## src/rtl/bchd_pkg.sv

```systemverilog
// Shared types and constants for the button click and hold detector.
package bchd_pkg;

	typedef enum logic [1:0] {
		CMD_TICK  = 2'd0,
		CMD_TAKE  = 2'd1,
		CMD_CLEAR = 2'd2,
		CMD_QUERY = 2'd3
	} cmd_t;

	localparam int unsigned REG_IDX_W = 3;
	localparam logic [REG_IDX_W-1:0] REG_DEBOUNCE = 3'd0;
	localparam logic [REG_IDX_W-1:0] REG_HOLD     = 3'd1;
	localparam logic [REG_IDX_W-1:0] REG_ACTIVE_LOW = 3'd2;
	localparam logic [REG_IDX_W-1:0] REG_WINDOW   = 3'd3;
	localparam logic [REG_IDX_W-1:0] REG_TIMEOUT  = 3'd4;

	localparam int unsigned MS_PER_SEC = 1000;
	localparam logic [15:0] DEBOUNCE_MS_RST = 16'd60;
	localparam logic [15:0] HOLD_MS_RST     = 16'd1000;
	localparam logic [15:0] WINDOW_MS_RST   = 16'd400;
	localparam logic [15:0] TIMEOUT_MS_RST  = 16'(10 * MS_PER_SEC);

	localparam logic [7:0]  CLICK_MAX = 8'hFF;
	localparam logic [31:0] HELD_TIME_MAX = 32'hFFFF_FFFF;

	localparam int unsigned OUT_DATA_W = 48;

endpackage

```

## src/rtl/button_click_hold_detector_unit.sv

```systemverilog
// Button debounce, click counting and long-press detection on millisecond ticks.
// A result appears in the output register in the cycle after its request is taken.
// Throughput: one request per cycle while the output is not stalled; the state update is a single registered pass.
// s_tready stays high while the output register is empty or being drained.
// Reset clears all state but the output data, expires all timers and loads the register defaults.
module button_click_hold_detector_unit (
	input  logic        clk,
	input  logic        arst_n,
	input  logic        s_tvalid,
	output logic        s_tready,
	input  logic [7:0]  s_tdata,   // [0] pin_level, [7:1] zero
	input  logic [1:0]  s_tuser,   // [1:0] cmd
	output logic        m_tvalid,
	input  logic        m_tready,
	output logic [47:0] m_tdata,   // [0] pressed_out, [1] held_out, [9:2] clicks_out,
	                               // [41:10] held_time_ms, [47:42] zero
	input  logic        cfg_valid,
	output logic        cfg_ready,
	input  logic [2:0]  cfg_index,
	input  logic [15:0] cfg_data
);

	// configuration
	logic [15:0] debounce_ms_q, hold_ms_q, window_ms_q, timeout_ms_q;
	logic        active_low_q;

	// state
	logic        pressed_q, held_q, next_click_q, hold_started_q;
	logic [7:0]  click_count_q;
	logic [15:0] debounce_left_q, hold_left_q, window_left_q, timeout_left_q;
	logic [31:0] hold_elapsed_q;

	logic        m_valid_q;
	logic [bchd_pkg::OUT_DATA_W-1:0] m_data_q;

	// next state
	logic        pressed_d, held_d, next_click_d, hold_started_d;
	logic [7:0]  click_count_d, clicks;
	logic [15:0] debounce_left_d, hold_left_d, window_left_d, timeout_left_d;
	logic [31:0] hold_elapsed_d, held_time;
	logic        p, accept, pressed_res;
	bchd_pkg::cmd_t cmd;

	assign cfg_ready = 1'b1;
	assign s_tready  = !m_valid_q || m_tready;
	assign accept    = s_tvalid && s_tready;
	assign cmd       = bchd_pkg::cmd_t'(s_tuser);
	assign p         = s_tdata[0] ^ active_low_q;
	assign m_tvalid  = m_valid_q;
	assign m_tdata   = m_data_q;

	always_ff @(posedge clk or negedge arst_n) begin
		if (!arst_n) begin
			debounce_ms_q <= bchd_pkg::DEBOUNCE_MS_RST;
			hold_ms_q     <= bchd_pkg::HOLD_MS_RST;
			active_low_q  <= 1'b0;
			window_ms_q   <= bchd_pkg::WINDOW_MS_RST;
			timeout_ms_q  <= bchd_pkg::TIMEOUT_MS_RST;
		end else if (cfg_valid) begin
			case (cfg_index)
				bchd_pkg::REG_DEBOUNCE:   debounce_ms_q <= cfg_data;
				bchd_pkg::REG_HOLD:       hold_ms_q     <= cfg_data;
				bchd_pkg::REG_ACTIVE_LOW: active_low_q  <= cfg_data[0];
				bchd_pkg::REG_WINDOW:     window_ms_q   <= cfg_data;
				bchd_pkg::REG_TIMEOUT:    timeout_ms_q  <= cfg_data;
				default: ;
			endcase
		end
	end

	always_comb begin
		pressed_d       = pressed_q;
		held_d          = held_q;
		next_click_d    = next_click_q;
		hold_started_d  = hold_started_q;
		click_count_d   = click_count_q;
		debounce_left_d = debounce_left_q;
		hold_left_d     = hold_left_q;
		window_left_d   = window_left_q;
		timeout_left_d  = timeout_left_q;
		hold_elapsed_d  = hold_elapsed_q;
		clicks          = '0;
		held_time       = '0;

		case (cmd)
			bchd_pkg::CMD_TICK: begin
				// advance every timer by one millisecond
				if (debounce_left_q != '0) debounce_left_d = debounce_left_q - 16'd1;
				if (hold_left_q != '0)     hold_left_d     = hold_left_q - 16'd1;
				if (window_left_q != '0)   window_left_d   = window_left_q - 16'd1;
				if (timeout_left_q != '0)  timeout_left_d  = timeout_left_q - 16'd1;
				if (hold_started_q && hold_elapsed_q != bchd_pkg::HELD_TIME_MAX)
					hold_elapsed_d = hold_elapsed_q + 32'd1;

				if (debounce_left_d == '0) begin
					if (click_count_q != '0 && !next_click_q) begin
						// click pending: restart hold, look for the next press
						hold_left_d    = hold_ms_q;
						hold_elapsed_d = '0;
						hold_started_d = 1'b1;
						pressed_d      = p;
						if (p) begin
							debounce_left_d = debounce_ms_q;
							window_left_d   = window_ms_q;
							next_click_d    = 1'b1;
						end
						if (timeout_left_d == '0) begin
							debounce_left_d = debounce_ms_q;
							click_count_d   = '0;
						end
					end else if (held_q) begin
						pressed_d = p;
						if (!p) begin
							debounce_left_d = debounce_ms_q;
							held_d          = 1'b0;
						end
					end else if (pressed_q) begin
						if (!p) begin
							// release: count the click
							timeout_left_d = timeout_ms_q;
							hold_left_d    = hold_ms_q;
							hold_elapsed_d = '0;
							hold_started_d = 1'b1;
							window_left_d  = window_ms_q;
							next_click_d   = 1'b0;
							if (click_count_q != bchd_pkg::CLICK_MAX)
								click_count_d = click_count_q + 8'd1;
						end else if (hold_left_d == '0) begin
							held_d = 1'b1;
						end
						pressed_d = p;
					end else begin
						debounce_left_d = debounce_ms_q;
						hold_left_d     = hold_ms_q;
						hold_elapsed_d  = '0;
						hold_started_d  = 1'b1;
						pressed_d       = p;
						click_count_d   = '0;
						held_d          = 1'b0;
						if (p) window_left_d = window_ms_q;
					end
				end
			end
			bchd_pkg::CMD_TAKE: begin
				if (window_left_q == '0) begin
					clicks        = click_count_q;
					click_count_d = '0;
				end
			end
			bchd_pkg::CMD_CLEAR: begin
				click_count_d   = '0;
				held_d          = 1'b0;
				pressed_d       = 1'b0;
				debounce_left_d = '0;
				window_left_d   = '0;
				hold_left_d     = '0;
				hold_elapsed_d  = '0;
				hold_started_d  = 1'b0;
			end
			bchd_pkg::CMD_QUERY: begin
				if (!p) begin
					hold_left_d    = '0;
					hold_elapsed_d = '0;
					hold_started_d = 1'b0;
					held_d         = 1'b0;
				end else begin
					if (hold_left_q == '0) held_d = 1'b1;
					held_time = hold_started_q ? hold_elapsed_q : '0;
				end
			end
			default: ;
		endcase

		pressed_res = (debounce_left_d != '0) ? pressed_d : p;
	end

	always_ff @(posedge clk or negedge arst_n) begin
		if (!arst_n) begin
			pressed_q       <= 1'b0;
			held_q          <= 1'b0;
			next_click_q    <= 1'b0;
			hold_started_q  <= 1'b0;
			click_count_q   <= '0;
			debounce_left_q <= '0;
			hold_left_q     <= '0;
			window_left_q   <= '0;
			timeout_left_q  <= '0;
			hold_elapsed_q  <= '0;
		end else if (accept) begin
			pressed_q       <= pressed_d;
			held_q          <= held_d;
			next_click_q    <= next_click_d;
			hold_started_q  <= hold_started_d;
			click_count_q   <= click_count_d;
			debounce_left_q <= debounce_left_d;
			hold_left_q     <= hold_left_d;
			window_left_q   <= window_left_d;
			timeout_left_q  <= timeout_left_d;
			hold_elapsed_q  <= hold_elapsed_d;
		end
	end

	always_ff @(posedge clk or negedge arst_n) begin
		if (!arst_n) begin
			m_valid_q <= 1'b0;
		end else if (accept) begin
			m_valid_q <= 1'b1;
		end else if (m_tready) begin
			m_valid_q <= 1'b0;
		end
	end

	always_ff @(posedge clk) begin
		if (accept) begin
			m_data_q <= {6'd0, held_time, clicks, held_d, pressed_res};
		end
	end

	// clear wipes the click count and the held flag
	a_clear_wipes: assert property (@(posedge clk) disable iff (!arst_n)
		accept && cmd == bchd_pkg::CMD_CLEAR |=> click_count_q == '0 && !held_q)
		else $error("clear did not wipe clicks or held flag");

	// only a query with the button pressed reports a held time
	a_held_time_query_only: assert property (@(posedge clk) disable iff (!arst_n)
		accept && cmd != bchd_pkg::CMD_QUERY |=> m_tvalid && m_tdata[41:10] == '0)
		else $error("held time reported outside a query");

	// taking clicks while the window runs returns zero and keeps the count
	a_take_in_window: assert property (@(posedge clk) disable iff (!arst_n)
		accept && cmd == bchd_pkg::CMD_TAKE && window_left_q != '0
		|=> m_tdata[9:2] == '0 && $stable(click_count_q))
		else $error("clicks taken while the click window runs");

	// a pending result must not be overwritten
	a_no_overwrite: assert property (@(posedge clk) disable iff (!arst_n)
		m_tvalid && !m_tready |=> m_tvalid && $stable(m_tdata))
		else $error("pending result lost");

endmodule

```

## config.mk

```make
export PLATFORM = sky130hd
export DESIGN_NAME = button_click_hold_detector_unit
export DESIGN_NICKNAME = d
export VERILOG_FILES = /design/src/rtl/bchd_pkg.sv /design/src/rtl/button_click_hold_detector_unit.sv
export SDC_FILE = /design/constraint.sdc
export NUM_CORES = 1
export LEC_CHECK = 0
export BUFFER_PORTS_ARGS = -buffer_cell sky130_fd_sc_hd__buf_4
export CORE_MARGIN = 2
export CORE_UTILIZATION = 50
export DETAILED_ROUTE_END_ITERATION = 12
export PLACE_DENSITY = 0.65
export SLEW_MARGIN = 30
export SYNTH_ARGS = -nofsm -noshare
export SYNTH_HDL_FRONTEND = slang
export SYNTH_SLANG_ARGS = --single-unit
```

## constraint.sdc

```tcl
create_clock -name clk -period 3.95 [get_ports clk]
set_input_delay 0.1975 -clock clk [delete_from_list [all_inputs] [get_ports clk]]
set_output_delay 0.1975 -clock clk [all_outputs]
set_load 0.01 [all_outputs]
```

==> results.tsv, run 1 <==
metric	value	unit
synth_area_leaders	dfrtp_1 34%, edfxtp_1 11%, mux2_2 6.8%	
grt_max_degree	61	
post-route-min-period	3.74	ns
finalHoldViolCount	0	
cts_root_buf	clkbuf_16	
worst_slack	0.208	ns
regToRegSetupSlack	0.21	ns
cp_data_arrival_time	3.99	ns
drtIter0Drc	547	
fillCellCount	1956	
cts.sinks	216	
finalHoldWorstSlack	0.0214	ns
clock_path_buffers	3	
grt_first_pass_wirelength	46900	um
synthCells	1195	
hp-class	in2reg	
power_frac_seq	36.7	%
critical_path.max_stage_delay	0.47	ns
post_cts_buffers	0	
vias	9364	
fin_util	59.0	%
dpl.hpwl	19800	um
p_sw_share	37.8	%
post-route-period-util	94.7	%
place_ws	0.191	ns
netlist_area	11500	um^2
maxSlewHeadroom	42.9	%
cts_tree	yes	
slew_violations	0	
antenna_found_initial	0	
pin_count	85	
worstSetupPathType	reg2reg	
cts_inserted_buffers	24	
netSwitchingPower	3.38	mW
startpoint_type	register	
worst_pin_slew	0.855	ns
drc_errors	0	
fp.coreArea	22600	um^2
globalplace.congestion	0.912	
max_freq	267	MHz
ir_worst_vdd	0.477	mV
crit_top_cell	or3_1	
ys_seq_area_share	49.0	%
dr.pass1.iters	5	
slowest_stage	or4_1	
yosys.cell_types.count	73	
fin_worst_skew	0.00706	ns
crit_path_cell_trace	inv_2 -> ha_2 -> or3b_1 -> or3_1 -> or3_1 -> mux2_2 -> or4_1 -> o22ai_1 -> o211ai_1 -> o311ai_0 -> o21ai_1	
portBuffers	70	
status	finished, final reports clean	
combPwrFrac	38.6	%
rsz0062_at_grt	false	
ys_seq_elements	216	
synth_ff_type	dfrtp_1	
drive_above_1_share	20.2	%
cts_max_level	1	
clkPwrFrac	24.7	%
worstPathMaxFanout	7	
synth_async_sr_flop_share	80.6	%
p_int	5.55	mW
layout-area-overhead-vs-synth	16.1	%
p_per_area	668	nW/um^2
avgSynthCellArea	9.63	um^2
wl	28700	um
synth_largest_area_cell	dfrtp_1	
final-setup-viol-count	0	
ant_nets	0	
synth_common_cells	156 x dfrtp_1, 145 x o21ai_0, 102 x nand2_1	
grt.overflow.total	0	
start_util	50.8	%
yosys_warnings	0	
grt_pass1_vias	8885	
synth_edf_count	42	
grtUsageTotal	24.1	%
dieHeight	156	um
required	4.20	ns
via_per_inst	5.95	
fin_nets	1320	
antennaDiodeCount	0	
die_width	156	um
yosysMostFrequentCell	dfrtp_1	
drv_cap	0	
synth.top_cell.area_share	33.9	%
wl_per_cell	18.3	um
end_kind	register	
rows	55	
power_leakage	5.55	nW
die-area	24200	um^2
clkLatencyLatePin	0.51	ns
fin_setup_tns	0	ns
worst_setup_hold_path_clk_slew	0.06	ns
final timing paths:
check	startpoint	to	cells after the start
worst max-delay path	debounce_left_q[0]	m_tdata[0]	11
worst min-delay path	cfg_data[8]	debounce_ms_q[8]	2
worst max register to register	debounce_left_q[0]	m_tdata[0]	11
worst min register to register	timeout_ms_q[3]	timeout_ms_q[3]	1
max in group asynchronous	arst_n	hold_ms_q[3]	4
min in group asynchronous	arst_n	timeout_left_q[6]	2
stage by stage:
stage	power (mW)	instance area (um^2)	instances
final	8.93	13400	1575
after global routing	9.57	13400	1575
after CTS	8.93	13400	1575
after detailed placement	6.68	12400	1516
after global placement	6.63	12400	1515
after floorplan	5.71	11500	1200
timing repair:
action | CTS | global route
hold buffers | 15 | 0
endpoints found under the hold margin | 89 | 0
endpoints found under the setup margin | 0 | 10
resized for setup | 0 | 3
kinds of logic (layout without fill, tap and decap cells):
| family | Yosys count | count (layout) | share of synthesized area [%] |
|---|---|---|---|
| AOI/OAI and AO/OA | 315 | 315 | 16.0 |
| muxes | 80 | 80 | 7.71 |
| adders and majority gates | 14 | 14 | 1.52 |
| buffers and inverters | 99 | 189 | 3.52 |
| xor gates and xnor gates | 21 | 21 | 1.60 |
| DFF | 216 | 216 | 49.0 |
| other | 2 | 7 | 0.0652 |
| and+or+nand+nor | 448 | 448 | 20.6 |
state kept, by name, indices dropped and copies added, names as in the netlist:
name and cells:
m_tdata 42, hold_elapsed_q 32, debounce_left_q 16, debounce_ms_q 16, hold_left_q 16, hold_ms_q 16
timeout_left_q 16, timeout_ms_q 16, window_left_q 16, window_ms_q 16, click_count_q 8, active_low_q 1
held_q 1, hold_started_q 1, m_tvalid 1, next_click_q 1, pressed_q 1
power groups by stage:
stage                     logic [mW]  registers, mW  clock network (mW)
after floorplan                 2.62           3.09                   0
after global placement          3.34           3.29                   0
final                           3.45           3.28                2.20
after detailed placement        3.38           3.30                   0
after global routing            3.87           3.34                2.36
after CTS                       3.42           3.27                2.24
metal layers:
| layer | vias up | share of wire, % | global-route usage (%) |
|---|---|---|---|
| met5 | - | 0 | 0 |
| met4 | 0 | 2.8 | 6.99 |
| met3 | 56 | 4.3 | 2.86 |
| met2 | 235 | 47 | 39.7 |
| met1 | 4548 | 46 | 33.7 |
| li1 | 4525 | - | - |
cells in the final DEF, fill, tap and decap left out, types with 29 or more instances in the layout:
master / count
nor3_1: 40
and2_1: 39
buf_4: 98
dfrtp_1: 156
a21oi_1: 78
edfxtp_1: 42
nand3_1: 29
o21ai_0: 145
nor2_1: 86
mux2_2: 69
nand2_1: 102
critical path: cells and delay by family, from the launching register on:
family	cells	cell delay, ns
fa+ha+maj	1	0.22
simple gates	4	1.62
buf+inv	1	0.13
compound gates	4	0.78
mux	1	0.29
flops	1	0.45
layout make-up:
cell class / instances / area (um^2) / share of cell area, %
tap: 285 / 357 / 2.67
clock buffer: 34 / 679 / 5.08
inverter: 29 / 109 / 0.815
multi-input combinational: 885 / 5530 / 41.4
timing repair buffer: 116 / 945 / 7.07
sequential: 216 / 5640 / 42.2
clock inverter: 10 / 105 / 0.787
(Power assumes the default switching activity.)
==> run 2: changes to the inputs <==
- CORE_UTILIZATION: 50 -> 47
- PLACE_DENSITY: 0.65 -> 0.62
==> results.tsv, run 2 (synthesis gave the netlist of run 1 again) <==
metric	value	unit
slew_violations	0	
fillCellCount	2124	
clock_path_buffers	3	
hold_path_startpoint	cfg_data[8]	
final_cell_area	13400	um^2
clkLatencyLatePin	0.53	ns
worstReg2RegStart	debounce_left_q[1]	
cp_data_arrival_time	4.00	ns
grt_max_degree	95	
place_area	12400	um^2
cts_inserted_buffers	24	
mostFrequentLayoutCells	156 x dfrtp_1, 145 x o21ai_0, 102 x nand2_1	
vias	9296	
post-route-period-util	94.5	%
place_ws	0.270	ns
grtUsageTotal	21.9	%
finalHoldViolCount	0	
layout-area-overhead-vs-synth	16.7	%
antennaDiodeCount	0	
start_util	47.6	%
portBuffers	70	
wl	28000	um
slowest_stage	or4_1	
pin_count	85	
drc_errors	0	
startpoint_type	register	
rows	57	
p_per_area	666	nW/um^2
dieHeight	160	um
path_delay_family	simple AND/OR/NAND/NOR gates	
drive_above_1_share	19.6	%
max_freq	268	MHz
fin_setup_tns	0	ns
worst_slack	0.218	ns
grt.overflow.total	0	
final-setup-viol-count	0	
required	4.22	ns
path_buf_inv	1	
worstSetupPathType	reg2reg	
ir_worst_vdd	0.349	mV
multiInputGateArea	5540	um^2
ant_nets	0	
fin_nets	1317	
wl_per_cell	17.4	um
crit_top_cell	or3_1	
cts_root_buf	clkbuf_16	
crit_path_start	debounce_left_q[1]	
maxSlewHeadroom	40.0	%
hp-class	in2reg	
largest_reg_flops	42	
worstPathMaxFanout	6	
fp.coreArea	24200	um^2
final_common_cell	dfrtp_1	
worst_setup_hold_path_clk_slew	0.07	ns
cts_tree	yes	
drtIter0Drc	575	
post-route-min-period	3.73	ns
die-area	25800	um^2
cts_max_level	1	
dpl.hpwl	19000	um
globalplace.congestion	0.887	
drv_cap	0	
antenna_found_initial	0	
critical_path.max_stage_delay	0.46	ns
cts.sinks	216	
regToRegSetupSlack	0.22	ns
crit_path_cell_trace	inv_1 -> ha_1 -> or3b_1 -> or3_1 -> or3_1 -> mux2_2 -> or4_1 -> o22ai_1 -> o211ai_1 -> o311ai_0 -> o21ai_1	
die_width	160	um
worst_pin_slew	0.891	ns
via_per_inst	5.77	
power_leakage	5.54	nW
post_cts_buffers	0	
fin_worst_skew	0.0132	ns
status	finished, final reports clean	
end_kind	register	
total_power	8.95	mW
seq_area	5640	um^2
grt_pass1_vias	8782	
grt_first_pass_wirelength	46100	um
dr.pass1.iters	6	
[run 2: changes by cell type in the layout (fill, tap and decap cells not counted), moves of 2 or more]
cell	previous run	this run
buf_4	98	92
bufinv_16	2	4
clkinv_1	1	5
clkinv_2	5	2
dlygate4sd3_1	15	18
nor3_1	40	38
nor3_2	2	4
[run 2: report_power, final]
group	leakage (nW)	internal (mW)	switching, mW	total (mW)
registers	2.64	2.75	0.526	3.27
clock network	0.389	1.40	0.900	2.30
logic	2.51	1.45	1.93	3.38
[run 2: final cells by class]
cell class,instances,share of cell area (%)
inverter,29,0.811
multi-input combinational,885,41.3
clock buffer,31,4.74
clock inverter,13,1.29
timing repair buffer,113,6.88
tap,324,3.02
sequential,216,42.0
[run 2: stage by stage]
step / utilization (%) / hold slack, ns / instances
floorplan: - / -0.0981 / 1200
detailed placement: 51.4 / 0.367 / 1549
finish: 55.6 / 0.0376 / 1611
CTS: 55.5 / 0.00592 / 1611
global placement: 51.3 / 0.364 / 1549
global route: 55.6 / 0.0116 / 1611
[run 2: final timing paths]
check | depth (start not counted) | end
max in group asynchronous | 3 | timeout_ms_q[13]
worst max-delay path | 11 | m_tdata[0]
worst min register to register | 1 | timeout_ms_q[11]
min in group asynchronous | 2 | timeout_left_q[9]
worst max register to register | 11 | m_tdata[0]
worst min-delay path | 2 | window_ms_q[8]
[run 2: timing repair]
item	4_1_cts	5_1_grt
endpoints found under the setup margin	0	3
hold buffers	18	0
gates resized for setup	0	3
endpoints found under the hold margin	134	0
[run 2: layer usage]
layer / vias to the layer above / global-route usage (%) / wire length (um)
met5: - / 0 / 0
met4: 0 / 6.51 / 692
met3: 45 / 2.87 / 1400
met2: 262 / 35.1 / 12800
met1: 4502 / 31.2 / 13100
li1: 4487 / - / -
